## src/graph_reachability_engine_unit_assert.svh

```systemverilog
// ----------------------------------------------------------------------------
// Graph reachability engine assertion macros
// Concurrent checks on clk, disabled while rst_n is low.
// ----------------------------------------------------------------------------
`ifndef GRAPH_REACHABILITY_ENGINE_UNIT_ASSERT_SVH
`define GRAPH_REACHABILITY_ENGINE_UNIT_ASSERT_SVH

// Same-cycle implication.
`define GRE_ASSERT_IMP(lbl, ante, cons) \
    lbl: assert property (@(posedge clk) disable iff (!rst_n) (ante) |-> (cons)) \
        else $error("graph reachability engine: same-cycle check failed");

// Next-cycle implication.
`define GRE_ASSERT_NXT(lbl, ante, cons) \
    lbl: assert property (@(posedge clk) disable iff (!rst_n) (ante) |=> (cons)) \
        else $error("graph reachability engine: next-cycle check failed");

`endif

```

## src/gre_pkg.sv

```systemverilog
// ----------------------------------------------------------------------------
// Graph reachability engine package
// Field widths, operation and status codes, and parameter defaults.
// ----------------------------------------------------------------------------
package gre_pkg;

    localparam int VERTEX_W = 5;
    localparam int FUNC_W   = 2;
    localparam int STATUS_W = 2;
    localparam int CFG_W    = 6;

    localparam int DEF_MAX_VERTICES = 32;
    localparam int DEF_MAX_DEGREE   = 16;

    localparam logic [CFG_W-1:0] NUM_VERTICES_RESET = 6'd32;

    localparam logic [FUNC_W-1:0] FUNC_CONNECT    = 2'd0;
    localparam logic [FUNC_W-1:0] FUNC_DISCONNECT = 2'd1;
    localparam logic [FUNC_W-1:0] FUNC_QUERY      = 2'd2;

    localparam logic [STATUS_W-1:0] STATUS_OK    = 2'd0;
    localparam logic [STATUS_W-1:0] STATUS_FULL  = 2'd1;
    localparam logic [STATUS_W-1:0] STATUS_RANGE = 2'd2;

endpackage

```

## src/graph_reachability_engine_unit.sv

```systemverilog
// ----------------------------------------------------------------------------
// Graph reachability engine
// Directed graph kept as per-vertex edge lists; connect, disconnect and
// depth-first reachability queries run under one small sequencer.
// ----------------------------------------------------------------------------
// Usage:
//   Command channel: drive func, src_vertex and dst_vertex with start high;
//   the word is taken at a clock edge where busy is low. busy stays high
//   until the result is out.
//   Result channel: done pulses for one cycle with reached and status. The
//   receiver cannot stall; it must take the word in that cycle.
//   Config channel: cfg_data is written to num_vertices on cfg_valid and
//   cfg_ready; cfg_ready is low while busy is high.
// Sequence, accept edge to done cycle:
//   connect, out-of-range and unknown: settled in the check state.
//   disconnect: reads the last slot, then compares slots from slot 0 on.
//   query: pushes the source, then pops vertices and reads each popped
//   vertex's edges, pushing unvisited ones, until dst is popped or the stack
//   is empty. Edge reads come one a cycle from the single edge memory port.
//   busy is low in the done cycle, so a new command may be taken at the
//   edge that ends it.
// Reset: graph empty, num_vertices = 32, block idle. Edge and stack memories
//   are not cleared; only entries below a degree or stack count are read.
// ----------------------------------------------------------------------------
module graph_reachability_engine_unit #(
    parameter int MAX_VERTICES = gre_pkg::DEF_MAX_VERTICES,
    parameter int MAX_DEGREE   = gre_pkg::DEF_MAX_DEGREE
) (
    input  logic                          clk,
    input  logic                          rst_n,
    input  logic                          start,
    output logic                          busy,
    input  logic [gre_pkg::FUNC_W-1:0]    func,
    input  logic [gre_pkg::VERTEX_W-1:0]  src_vertex,
    input  logic [gre_pkg::VERTEX_W-1:0]  dst_vertex,
    output logic                          done,
    output logic                          reached,
    output logic [gre_pkg::STATUS_W-1:0]  status,
    input  logic                          cfg_valid,
    output logic                          cfg_ready,
    input  logic [gre_pkg::CFG_W-1:0]     cfg_data
);

    import gre_pkg::*;

    localparam int EDGE_DEPTH = MAX_VERTICES * MAX_DEGREE;
    localparam int ADDR_W     = $clog2(EDGE_DEPTH);
    localparam int DEG_W      = $clog2(MAX_DEGREE + 1);
    localparam int VIDX_W     = $clog2(MAX_VERTICES);
    localparam int SP_W       = $clog2(MAX_VERTICES + 1);
    localparam int NV_W       = $clog2(MAX_VERTICES + 1);

    typedef enum logic [6:0] {
        S_IDLE  = 7'b0000001,
        S_CHECK = 7'b0000010,
        S_DLAST = 7'b0000100,
        S_DCMP  = 7'b0001000,
        S_POP   = 7'b0010000,
        S_POPW  = 7'b0100000,
        S_SCAN  = 7'b1000000
    } state_t;

    function automatic logic [ADDR_W-1:0] edge_addr(
        input logic [VERTEX_W-1:0] v,
        input logic [DEG_W-1:0]    s
    );
        edge_addr = ADDR_W'(ADDR_W'(v) * ADDR_W'(MAX_DEGREE) + ADDR_W'(s));
    endfunction

    state_t                 state_reg, state_next;
    logic [FUNC_W-1:0]      func_reg, func_next;
    logic [VERTEX_W-1:0]    src_reg, src_next;
    logic [VERTEX_W-1:0]    dst_reg, dst_next;
    logic [VERTEX_W-1:0]    cur_v_reg, cur_v_next;
    logic [DEG_W-1:0]       cur_deg_reg, cur_deg_next;
    logic [DEG_W-1:0]       cnt_reg, cnt_next;
    logic                   pend_reg, pend_next;
    logic [VERTEX_W-1:0]    last_reg, last_next;
    logic [SP_W-1:0]        sp_reg, sp_next;
    logic [MAX_VERTICES-1:0] visited_reg, visited_next;
    logic                   done_reg, done_next;
    logic                   reached_reg, reached_next;
    logic [STATUS_W-1:0]    status_reg, status_next;
    logic [CFG_W-1:0]       num_vertices_reg;

    logic [DEG_W-1:0]       out_degree_reg [MAX_VERTICES];
    logic                   deg_we;
    logic [VIDX_W-1:0]      deg_waddr;
    logic [DEG_W-1:0]       deg_wdata;
    logic [VERTEX_W-1:0]    deg_rvertex;
    logic [DEG_W-1:0]       cur_deg;

    logic [VERTEX_W-1:0]    edge_mem [EDGE_DEPTH];
    logic                   edge_we, edge_re;
    logic [ADDR_W-1:0]      edge_waddr, edge_raddr;
    logic [VERTEX_W-1:0]    edge_wdata;
    logic [VERTEX_W-1:0]    edge_rd_reg;

    logic [VERTEX_W-1:0]    stack_mem [MAX_VERTICES];
    logic                   stack_we, stack_re;
    logic [VIDX_W-1:0]      stack_waddr, stack_raddr;
    logic [VERTEX_W-1:0]    stack_wdata;
    logic [VERTEX_W-1:0]    stack_rd_reg;

    logic [NV_W-1:0]        nv;
    logic                   func_known;
    logic                   push_ok;

    assign busy      = (state_reg != S_IDLE);
    assign done      = done_reg;
    assign reached   = reached_reg;
    assign status    = status_reg;
    assign cfg_ready = !busy;

    always_comb
    begin
        if (int'(num_vertices_reg) > MAX_VERTICES)
        begin
            nv = NV_W'(MAX_VERTICES);
        end
        else
        begin
            nv = NV_W'(num_vertices_reg);
        end
    end

    assign func_known = (func_reg == FUNC_CONNECT) || (func_reg == FUNC_DISCONNECT) ||
                        (func_reg == FUNC_QUERY);
    assign deg_rvertex = (state_reg == S_POPW) ? stack_rd_reg : src_reg;
    assign cur_deg     = out_degree_reg[VIDX_W'(deg_rvertex)];
    assign push_ok     = (int'(edge_rd_reg) < int'(nv)) &&
                         !visited_reg[VIDX_W'(edge_rd_reg)] &&
                         (sp_reg < SP_W'(MAX_VERTICES));

    always_comb
    begin
        state_next   = state_reg;
        func_next    = func_reg;
        src_next     = src_reg;
        dst_next     = dst_reg;
        cur_v_next   = cur_v_reg;
        cur_deg_next = cur_deg_reg;
        cnt_next     = cnt_reg;
        pend_next    = pend_reg;
        last_next    = last_reg;
        sp_next      = sp_reg;
        visited_next = visited_reg;
        done_next    = 1'b0;
        reached_next = reached_reg;
        status_next  = status_reg;
        deg_we       = 1'b0;
        deg_waddr    = VIDX_W'(src_reg);
        deg_wdata    = cur_deg;
        edge_we      = 1'b0;
        edge_waddr   = edge_addr(src_reg, cur_deg);
        edge_wdata   = dst_reg;
        edge_re      = 1'b0;
        edge_raddr   = edge_addr(src_reg, cnt_reg);
        stack_we     = 1'b0;
        stack_waddr  = sp_reg[VIDX_W-1:0];
        stack_wdata  = edge_rd_reg;
        stack_re     = 1'b0;
        stack_raddr  = VIDX_W'(sp_reg - SP_W'(1));

        unique case (state_reg)
            S_IDLE:
            begin
                if (start)
                begin
                    func_next  = func;
                    src_next   = src_vertex;
                    dst_next   = dst_vertex;
                    state_next = S_CHECK;
                end
            end
            S_CHECK:
            begin
                priority if (!func_known)
                begin
                    done_next    = 1'b1;
                    reached_next = 1'b0;
                    status_next  = STATUS_OK;
                    state_next   = S_IDLE;
                end
                else if ((int'(src_reg) >= int'(nv)) || (int'(dst_reg) >= int'(nv)))
                begin
                    done_next    = 1'b1;
                    reached_next = 1'b0;
                    status_next  = STATUS_RANGE;
                    state_next   = S_IDLE;
                end
                else if (func_reg == FUNC_CONNECT)
                begin
                    done_next    = 1'b1;
                    reached_next = 1'b0;
                    state_next   = S_IDLE;
                    if (cur_deg >= DEG_W'(MAX_DEGREE))
                    begin
                        status_next = STATUS_FULL;
                    end
                    else
                    begin
                        status_next = STATUS_OK;
                        edge_we     = 1'b1;
                        deg_we      = 1'b1;
                        deg_wdata   = cur_deg + DEG_W'(1);
                    end
                end
                else if (func_reg == FUNC_DISCONNECT)
                begin
                    if (cur_deg == '0)
                    begin
                        done_next    = 1'b1;
                        reached_next = 1'b0;
                        status_next  = STATUS_OK;
                        state_next   = S_IDLE;
                    end
                    else
                    begin
                        cur_deg_next = cur_deg;
                        edge_re      = 1'b1;
                        edge_raddr   = edge_addr(src_reg, cur_deg - DEG_W'(1));
                        state_next   = S_DLAST;
                    end
                end
                else
                begin
                    if (src_reg == dst_reg)
                    begin
                        done_next    = 1'b1;
                        reached_next = 1'b1;
                        status_next  = STATUS_OK;
                        state_next   = S_IDLE;
                    end
                    else
                    begin
                        visited_next = '0;
                        visited_next[VIDX_W'(src_reg)] = 1'b1;
                        stack_we     = 1'b1;
                        stack_waddr  = '0;
                        stack_wdata  = src_reg;
                        sp_next      = SP_W'(1);
                        state_next   = S_POP;
                    end
                end
            end
            S_DLAST:
            begin
                last_next  = edge_rd_reg;
                cnt_next   = '0;
                edge_re    = 1'b1;
                edge_raddr = edge_addr(src_reg, '0);
                state_next = S_DCMP;
            end
            S_DCMP:
            begin
                if (edge_rd_reg == dst_reg)
                begin
                    edge_we      = 1'b1;
                    edge_waddr   = edge_addr(src_reg, cnt_reg);
                    edge_wdata   = last_reg;
                    deg_we       = 1'b1;
                    deg_wdata    = cur_deg_reg - DEG_W'(1);
                    done_next    = 1'b1;
                    reached_next = 1'b0;
                    status_next  = STATUS_OK;
                    state_next   = S_IDLE;
                end
                else if (cnt_reg == cur_deg_reg - DEG_W'(1))
                begin
                    done_next    = 1'b1;
                    reached_next = 1'b0;
                    status_next  = STATUS_OK;
                    state_next   = S_IDLE;
                end
                else
                begin
                    cnt_next   = cnt_reg + DEG_W'(1);
                    edge_re    = 1'b1;
                    edge_raddr = edge_addr(src_reg, cnt_reg + DEG_W'(1));
                end
            end
            S_POP:
            begin
                if (sp_reg == '0)
                begin
                    done_next    = 1'b1;
                    reached_next = 1'b0;
                    status_next  = STATUS_OK;
                    state_next   = S_IDLE;
                end
                else
                begin
                    sp_next    = sp_reg - SP_W'(1);
                    stack_re   = 1'b1;
                    state_next = S_POPW;
                end
            end
            S_POPW:
            begin
                if (stack_rd_reg == dst_reg)
                begin
                    sp_next      = '0;
                    done_next    = 1'b1;
                    reached_next = 1'b1;
                    status_next  = STATUS_OK;
                    state_next   = S_IDLE;
                end
                else if (cur_deg == '0)
                begin
                    state_next = S_POP;
                end
                else
                begin
                    cur_v_next = stack_rd_reg;
                    cnt_next   = cur_deg;
                    pend_next  = 1'b0;
                    state_next = S_SCAN;
                end
            end
            S_SCAN:
            begin
                if (pend_reg && push_ok)
                begin
                    visited_next[VIDX_W'(edge_rd_reg)] = 1'b1;
                    stack_we = 1'b1;
                    sp_next  = sp_reg + SP_W'(1);
                end
                if (cnt_reg != '0)
                begin
                    edge_re    = 1'b1;
                    edge_raddr = edge_addr(cur_v_reg, cnt_reg - DEG_W'(1));
                    cnt_next   = cnt_reg - DEG_W'(1);
                    pend_next  = 1'b1;
                end
                else
                begin
                    pend_next  = 1'b0;
                    state_next = S_POP;
                end
            end
            default:
            begin
                state_next = S_IDLE;
            end
        endcase
    end

    always_ff @(posedge clk or negedge rst_n)
    begin
        if (!rst_n)
        begin
            state_reg        <= S_IDLE;
            sp_reg           <= '0;
            pend_reg         <= 1'b0;
            visited_reg      <= '0;
            done_reg         <= 1'b0;
            num_vertices_reg <= NUM_VERTICES_RESET;
            for (int i = 0; i < MAX_VERTICES; i++)
            begin
                out_degree_reg[i] <= '0;
            end
        end
        else
        begin
            state_reg   <= state_next;
            sp_reg      <= sp_next;
            pend_reg    <= pend_next;
            visited_reg <= visited_next;
            done_reg    <= done_next;
            if (cfg_valid && cfg_ready)
            begin
                num_vertices_reg <= cfg_data;
            end
            if (deg_we)
            begin
                out_degree_reg[deg_waddr] <= deg_wdata;
            end
        end
    end

    always_ff @(posedge clk)
    begin
        func_reg    <= func_next;
        src_reg     <= src_next;
        dst_reg     <= dst_next;
        cur_v_reg   <= cur_v_next;
        cur_deg_reg <= cur_deg_next;
        cnt_reg     <= cnt_next;
        last_reg    <= last_next;
        reached_reg <= reached_next;
        status_reg  <= status_next;
    end

    always_ff @(posedge clk)
    begin
        if (edge_we)
        begin
            edge_mem[edge_waddr] <= edge_wdata;
        end
        if (edge_re)
        begin
            edge_rd_reg <= edge_mem[edge_raddr];
        end
    end

    always_ff @(posedge clk)
    begin
        if (stack_we)
        begin
            stack_mem[stack_waddr] <= stack_wdata;
        end
        if (stack_re)
        begin
            stack_rd_reg <= stack_mem[stack_raddr];
        end
    end

`include "graph_reachability_engine_unit_assert.svh"

    `GRE_ASSERT_NXT(a_done_single, done_reg, !done_reg)
    `GRE_ASSERT_NXT(a_accept_busy, start && !busy, busy)
    `GRE_ASSERT_IMP(a_idle_with_done, $fell(busy), done_reg)
    `GRE_ASSERT_IMP(a_reached_ok, done_reg && reached_reg, status_reg == STATUS_OK)
    `GRE_ASSERT_IMP(a_stack_bound, state_reg == S_SCAN, $countones(visited_reg) >= int'(sp_reg))

endmodule

```

## config.mk

```make
export PLATFORM = sky130hd
export DESIGN_NAME = graph_reachability_engine_unit
export DESIGN_NICKNAME = d
export VERILOG_FILES = /design/src/gre_pkg.sv /design/src/graph_reachability_engine_unit.sv
export VERILOG_INCLUDE_DIRS = /design/src /design/src/src
export SDC_FILE = /design/constraint.sdc
export NUM_CORES = 2
export LEC_CHECK = 0
export BUFFER_PORTS_ARGS = -buffer_cell sky130_fd_sc_hd__buf_4
export CORE_AREA = 10 10 612 374
export CTS_CLUSTER_DIAMETER = 100
export CTS_CLUSTER_SIZE = 25
export DETAILED_ROUTE_END_ITERATION = 8
export DIE_AREA = 0 0 622 384
export PLACE_DENSITY_LB_ADDON = 0.3
export SETUP_SLACK_MARGIN = 0.02
export SYNTH_ARGS = -nofsm -noshare
export SYNTH_HDL_FRONTEND = slang
export SYNTH_SLANG_ARGS = --single-unit
```

## constraint.sdc

```tcl
create_clock -name clk -period 24.2 [get_ports clk]
set_input_delay 2.42 -clock clk [delete_from_list [all_inputs] [get_ports clk]]
set_output_delay 2.42 -clock clk [all_outputs]
set_load 0.03 [all_outputs]
```

Word-level counts from Yosys, hierarchy flattened:

Memories as Yosys holds them, arrays and structs flattened. A register that Yosys moved wholly into a read port is not among the register bits.
Cells that the tools add are included.

* register bits: 248
* latch bits: 0
* memory bits (writable): 2720
* bits in read-only memories: 0
* input bits: 22
* output and inout port bits: 6
* word-level logic and storage cells: 290
* memories: 2

* $add $sub $neg: 12
* multipliers: 0
* divide/modulo/power cells: 0
* magnitude comparators: 13
* equal/unequal tests: 33
* shift operators: 0
* mux-type cells: 146
* bitwise logic cells: 7
* reduce and logical (&&, ||, !) cells: 30

Memories
* edge_mem: words 512, bits a word 5, rd ports 1, clocked after Yosys merged registers in 1, wr ports 1, line graph_reachability_engine_unit.sv:93 `logic [VERTEX_W-1:0] edge_mem [EDGE_DEPTH];`
* stack_mem: words 32, bits a word 5, rd ports 1, clocked after Yosys merged registers in 1, wr ports 1, line graph_reachability_engine_unit.sv:99 `logic [VERTEX_W-1:0] stack_mem [MAX_VERTICES];`

Operator list (number)
* 2-to-1 mux 32 bit: 6
* bitwise mux 160 bit: 1
* 2-to-1 mux 5 bit: 29
* 2-to-1 mux 9 bit: 10
* 2-to-1 mux 7 bit: 10
* one-hot mux 32 bit (2 select lines): 1
* 2-to-1 mux 6 bit: 10
* 2-to-1 mux 1 bit: 51
* one-hot mux 7 bit (7 select lines): 1
* adder 9 x 5 -> 9 bit: 5
* one-hot mux 9 bit (4 select lines): 1
* OR 32 bit: 1
* != test 2 bit, second input constant: 15
* binary-select mux 5 bit (select 5 bit): 1
* demux 5 bit (select 5 bit): 1
* one-hot mux 6 bit (4 select lines): 1
* equality test 5 bit: 4
* 2-to-1 mux 2 bit: 10
* one-hot mux 5 bit (4 select lines): 1
* AND reduction 6 bit: 3
* subtractor 5 x 1 -> 5 bit, second input constant: 3
* >= comparator 5 x 6 -> 1 bit: 2
* >= comparator 6 bit, second input constant: 2
* < comparator 5 x 6 -> 1 bit, second input constant: 2
* other kinds (44): 70

Logic depth before layout (Yosys ltp):

* word-level depth: 14
* mapped depth: 30
* depth with buffers taken out: 23

Least setup slack after synthesis:

OpenSTA, ideal clock, no wires.

* kind: register to register
* from: register state_reg[0]
* to: memory edge_mem[0][0] (data pin)
* data arrival time: 21340 ps
* required time: 20029 ps
* path slack: -1311 ps
* stages on the path, launching flop included: 8
* cells stage by stage: dfstp_2 -> buf_2 -> nor4_1 -> nand3_1 -> clkbuf_1 -> nor4_1 -> clkbuf_1 -> o21ai_0

* cells in the longest elaborated chain, start to end: 2

Ends and longest elaborated chain
* from (decl): line graph_reachability_engine_unit.sv:70 `state_t state_reg, state_next;`
* from (signal assigned): line graph_reachability_engine_unit.sv:366 `state_reg <= state_next;`
* equality test 7 x 4 -> 1 bit: line graph_reachability_engine_unit.sv:165 `unique case (state_reg)`
* 2-to-1 mux 5 bit: line graph_reachability_engine_unit.sv:165
* net edge_wdata[0]: line graph_reachability_engine_unit.sv:96 `logic [VERTEX_W-1:0] edge_wdata;`
* to (decl): line graph_reachability_engine_unit.sv:93

The timed path passes the listed nets, and every way through them passes these cells.

Final worst setup path:

* from: register state_reg[3]
* to: register edge_rd_reg[0] (read register of edge_mem) (data pin)

* cells in the longest elaborated chain, start to end: 14

Ends and longest elaborated chain
* equality test 7 x 6 -> 1 bit: line graph_reachability_engine_unit.sv:129 `assign deg_rvertex = (state_reg == S_POPW) ? stack_rd_reg : src_reg;`
* 2-to-1 mux 5 bit: line graph_reachability_engine_unit.sv:129
* NOT 5 -> 6 bit (not written as such): line graph_reachability_engine_unit.sv:130 `assign cur_deg = out_degree_reg[VIDX_W'(deg_rvertex)];`
* binary-select mux 5 bit (select 5 bit): line graph_reachability_engine_unit.sv:130
* 2-to-1 mux 5 bit (not written as such) (2 in a row): line graph_reachability_engine_unit.sv:130
* subtractor 5 x 1 -> 5 bit: line graph_reachability_engine_unit.sv:222 `edge_raddr = edge_addr(src_reg, cur_deg - DEG_W'(1));`
* adder 9 x 5 -> 9 bit: line graph_reachability_engine_unit.sv:67 `edge_addr = ADDR_W'(ADDR_W'(v) * ADDR_W'(MAX_DEGREE) + ADDR_W'(s));`
* 2-to-1 mux 9 bit: line graph_reachability_engine_unit.sv:211 `if (cur_deg == '0)`
* 2-to-1 mux 9 bit: line graph_reachability_engine_unit.sv:209 `else if (func_reg == FUNC_DISCONNECT)`
* 2-to-1 mux 9 bit: line graph_reachability_engine_unit.sv:192 `else if (func_reg == FUNC_CONNECT)`
* 2-to-1 mux 9 bit: line graph_reachability_engine_unit.sv:185 `else if ((int'(src_reg) >= int'(nv)) || (int'(dst_reg) >= int'(nv)))`
* 2-to-1 mux 9 bit: line graph_reachability_engine_unit.sv:178 `priority if (!func_known)`
* one-hot mux 9 bit (4 select lines): line graph_reachability_engine_unit.sv:165
* to (decl): line graph_reachability_engine_unit.sv:97 `logic [VERTEX_W-1:0] edge_rd_reg;`

Several ways; a longest one is shown, not always the timed one. The select of a mux whose other input is x is not followed.
A chain may end at the register's enable or synchronous reset.

==> results.md <==
- Status: finished with violations
- Failing checks: capacitance limit
- Hold_buf cts: 0
- Sequential Power Share: 50.7%
- Flop and latch count out of synthesis: 2978
- Switch Pwr: 0.00391 W
- CTS buffer count: between 100 and 150
- CP startpoint: state_reg[3]$_DFFE_PN0P_
- Share of the synthesized area in the top cell type: between 60% and 70%
- Slowest-stage cell, CP: a2111oi_1
- CP endpoint: edge_rd_reg[0]$_DFFE_PP_
- Syn_nets: between 9000 and 10000
- Die area: 239000 um^2
- Final period utilization: 45.9%
- Top achievable clock speed: between 90 and 100 MHz
- Area growth syn-to-layout: 4.92%
- Register area share after synthesis: 71.8%
- CP Launch Type: register
- Worst r2r dst: edge_rd_reg[0]$_DFFE_PP_
- Synthesized area: ~120000 um^2
- Row cnt: 133
- Footprint of the multi-input gates: 31800 um^2
- Crit end category: register
- Switching share of power: 33.6%
- RSZ-0062 raised after global routing: false
- # fillers: 16500
- Chip height: 384 um
- Clk slew on worst S/H paths: between 0.1 and 0.15 ns
- Initial Utilization: 56.6%
- Synth top cells by count: edfxtp_1 (2765), nand2_1 (2268), nor2_1 (665)
- Core area: approximately 220000 um^2
- Via-to-Cell Ratio: 6.70
- Pleak: 41.6 nW
- CTS sink cnt: 2978
- Worst R2R Setup Slack: roughly 13 ns
- Setup repair bufs after CTS: 0
- Worst-Skew Late Latency: 0.87 ns
- Syn Inst Count: ~9400
- Routed WL: 346 mm
- Crit path cell chain: or4_1, nor2_4, o21ai_1, nand2_1, o221ai_1, a2111oi_1, nand2b_1, ha_1, nor2b_1, a2111oi_0, nor2_1, o21ai_0, nand2_4, nor2_4, buf_4, buf_4, buf_4, a32oi_1, nand4_1, nand4_1, nor2_1, o22ai_1, or4_1
- Fin nets: 9096
- Synth Flop Type: edfxtp_1
- Largest delay contributor family on the critical path: simple AND/OR/NAND/NOR gates
- TritonRoute pass-1 iters: 8
- Die W: 622 um
- Syn Area/Cell: 13.2 um^2
- Slew Limit Headroom: 1.54%
- Final RePlAce weighted congestion: 0.972
- Largest cells by area after synthesis: edfxtp_1 (67%), nand2_1 (6.9%), dfrtp_1 (4.3%)
- Share of post-route cells with drive strength above 1: 5.65%
- Top Ports: 28
- FF+latch area: 88400 um^2
- Initial antenna violation count: 17
- Final Skew: 0.0653 ns
- Vias: 80300
- Number of I/O port buffers: 27
- Worst Tran Pin Value: 1.46 ns
- Worst stage delay on the critical path: 1.13 ns
- Sum Neg Setup Slack: 0 ns
- Tot GR Track Use: between 20 and 30%
- Number of routed nets with antenna violations: 0
- Worst path arrival time: 11.69 ns
- Clk pwr share: 23.2%
- Post-synth EDFFs: 2765
- Crit path top cell by count: buf_4
- Root Buffer: clkbuf_16
- Path depth of the worst reg2reg path: 23
- Buffer depth of the longest clock path: 4
- Most common cell in the synthesized netlist: edfxtp_1
- Asr flop ratio synth: between 7 and 8%
- Post-DP HPWL: 207 mm
- CP max FO: between 60 and 70
- R2r startpoint: state_reg[3]$_DFFE_PN0P_
- Remaining Overflow, GRT: 0
- Critical Path RT: ~25 ns
- Max-cap viol count: 1
- Final Max Slew Viols: 0
- IR drop worst, VDD: about 0.13 mV
- Fin. Hold Viols: 0
- Global-route wire length before repair: 507 mm
- H-tree Lvls: 4
- Worst Setup Path Type: register to register
- Iter 0 DRT Violations: 14200
- Drc violations: 0
- Power per cell area: 90.2 nW/um^2
- Comb pwr share: 26.1%
- Synth unique cells: 109
- Synth Warn #: 0
- Cts repair resizes: 0
- Final Util: 59.4%
- Largest net degree at the start of global routing: around 250
- Crit path buffers/inverters: 3
- Critical path depth: 23
- CTS tree: done
- Wire per inst: between 20 and 30 um
- Max reg flops: 2560
- Fin crit period: 11.10 ns
- Vias in the first global route: 74300
- Hold Crit Class: register to register
- Internal: 0.00774 W
- Leading area contributor after synthesis: edfxtp_1
- Final Setup Violations: 0
cells in the final DEF, fill, tap and decap left out, types with 32 or more instances in the layout:
cell type | netlist | layout
ha_1 | 32 | 32
o21ai_0 | 251 | 240
nand4_1 | 292 | 292
nand3_1 | 616 | 615
mux4_2 | 61 | 61
a31oi_1 | 70 | 70
o22ai_1 | 32 | 32
nand2_1 | 2268 | 2248
a32oi_1 | 323 | 323
edfxtp_1 | 2765 | 2765
nor2_1 | 665 | 663
and3_1 | 78 | 78
inv_1 | 36 | 36
dfrtp_1 | 211 | 210
clkbuf_16 | 0 | 150
mux2i_1 | 365 | 365
a21oi_1 | 187 | 186
buf_4 | 79 | 147
cells by family after synthesis:
kind of cell	Yosys count	share of synthesized area (%)
AO/OA/AOI/OAI	1057	6.02
XOR/XNOR	43	0.306
adder cells (fa/ha/maj)	32	0.325
buffers and inverters	667	2.71
flip-flops	2978	71.8
multiplexers	448	4.28
AND/OR/NAND/NOR	4136	14.6
how the worst min path moves through the flow:
stage                                          from                               to  slack [ns]  depth (start not counted)
finish              out_degree_reg[149]$_DFFE_PN0P_  out_degree_reg[149]$_DFFE_PN0P_        0.49                          2
global route        out_degree_reg[153]$_DFFE_PN0P_  out_degree_reg[153]$_DFFE_PN0P_        0.52                          2
CTS                 out_degree_reg[149]$_DFFE_PN0P_  out_degree_reg[149]$_DFFE_PN0P_        0.49                          2
detailed placement  out_degree_reg[149]$_DFFE_PN0P_  out_degree_reg[149]$_DFFE_PN0P_        0.47                          2
global placement    out_degree_reg[113]$_DFFE_PN0P_  out_degree_reg[113]$_DFFE_PN0P_        0.46                          2
floorplan                 stack_rd_reg[2]$_DFFE_PP_           cur_v_reg[2]$_DFFE_PP_        0.42                          0
worst register-to-register path, cell delays in order, from the launching register on:
cell       delay, ns
dfrtp_1         0.50
or4_1           0.98
nor2_4          0.71
o21ai_1         0.39
nand2_1         0.24
o221ai_1        0.18
a2111oi_1       1.13
nand2b_1        0.40
ha_1            0.45
nor2b_1         0.06
a2111oi_0       0.49
nor2_1          0.07
o21ai_0         0.18
nand2_4         0.32
nor2_4          0.76
buf_4           0.65
buf_4           0.87
buf_4           0.83
a32oi_1         0.23
nand4_1         0.23
nand4_1         0.26
nor2_1          0.21
o22ai_1         0.19
or4_1           0.52
routing by layer:
metal  track usage, %  up-vias  routed length [um]
met1             43.4    39700              141000
met3             10.4      612               56500
li1                 -    34000                   -
met2             37.2     5918              139000
met5                0        -                 202
met4             6.48       22                8730
power groups by stage:
stage	sequential, W	combinational (W)	clock [W]
6_report	0.00591	0.00304	0.00270
5_1_grt	0.00592	0.00317	0.00288
4_1_cts	0.00591	0.00293	0.00271
3_5_place_dp	0.00602	0.00292	0
3_3_place_gp	0.00602	0.00287	0
2_1_floorplan	0.00617	0.00174	0
per-stage QoR:
step	power (W)	cells	cell area [um^2]	hold WS [ns]	setup slack, ns
3_3_place_gp	0.00889	11800	125000	0.463	13.28
2_1_floorplan	0.00791	9361	123000	0.424	7.46
6_report	0.0117	12000	129000	0.494	13.10
3_5_place_dp	0.00894	11800	125000	0.466	13.72
4_1_cts	0.0115	12000	129000	0.491	13.70
5_1_grt	0.0120	12000	129000	0.518	12.78
final cells by class:
type                            count  share of cell area (%)
Timing Repair Buffer              162                    1.08
Tap cell                         2902                    2.81
Clock inverter                      5                  0.0620
Inverter                           39                   0.115
Sequential cell                  2978                    68.4
Clock buffer                      164                    2.95
Multi-Input combinational cell   5716                    24.6
Antenna cell                        6                  0.0116
Power figures use the tool's default switching activity.
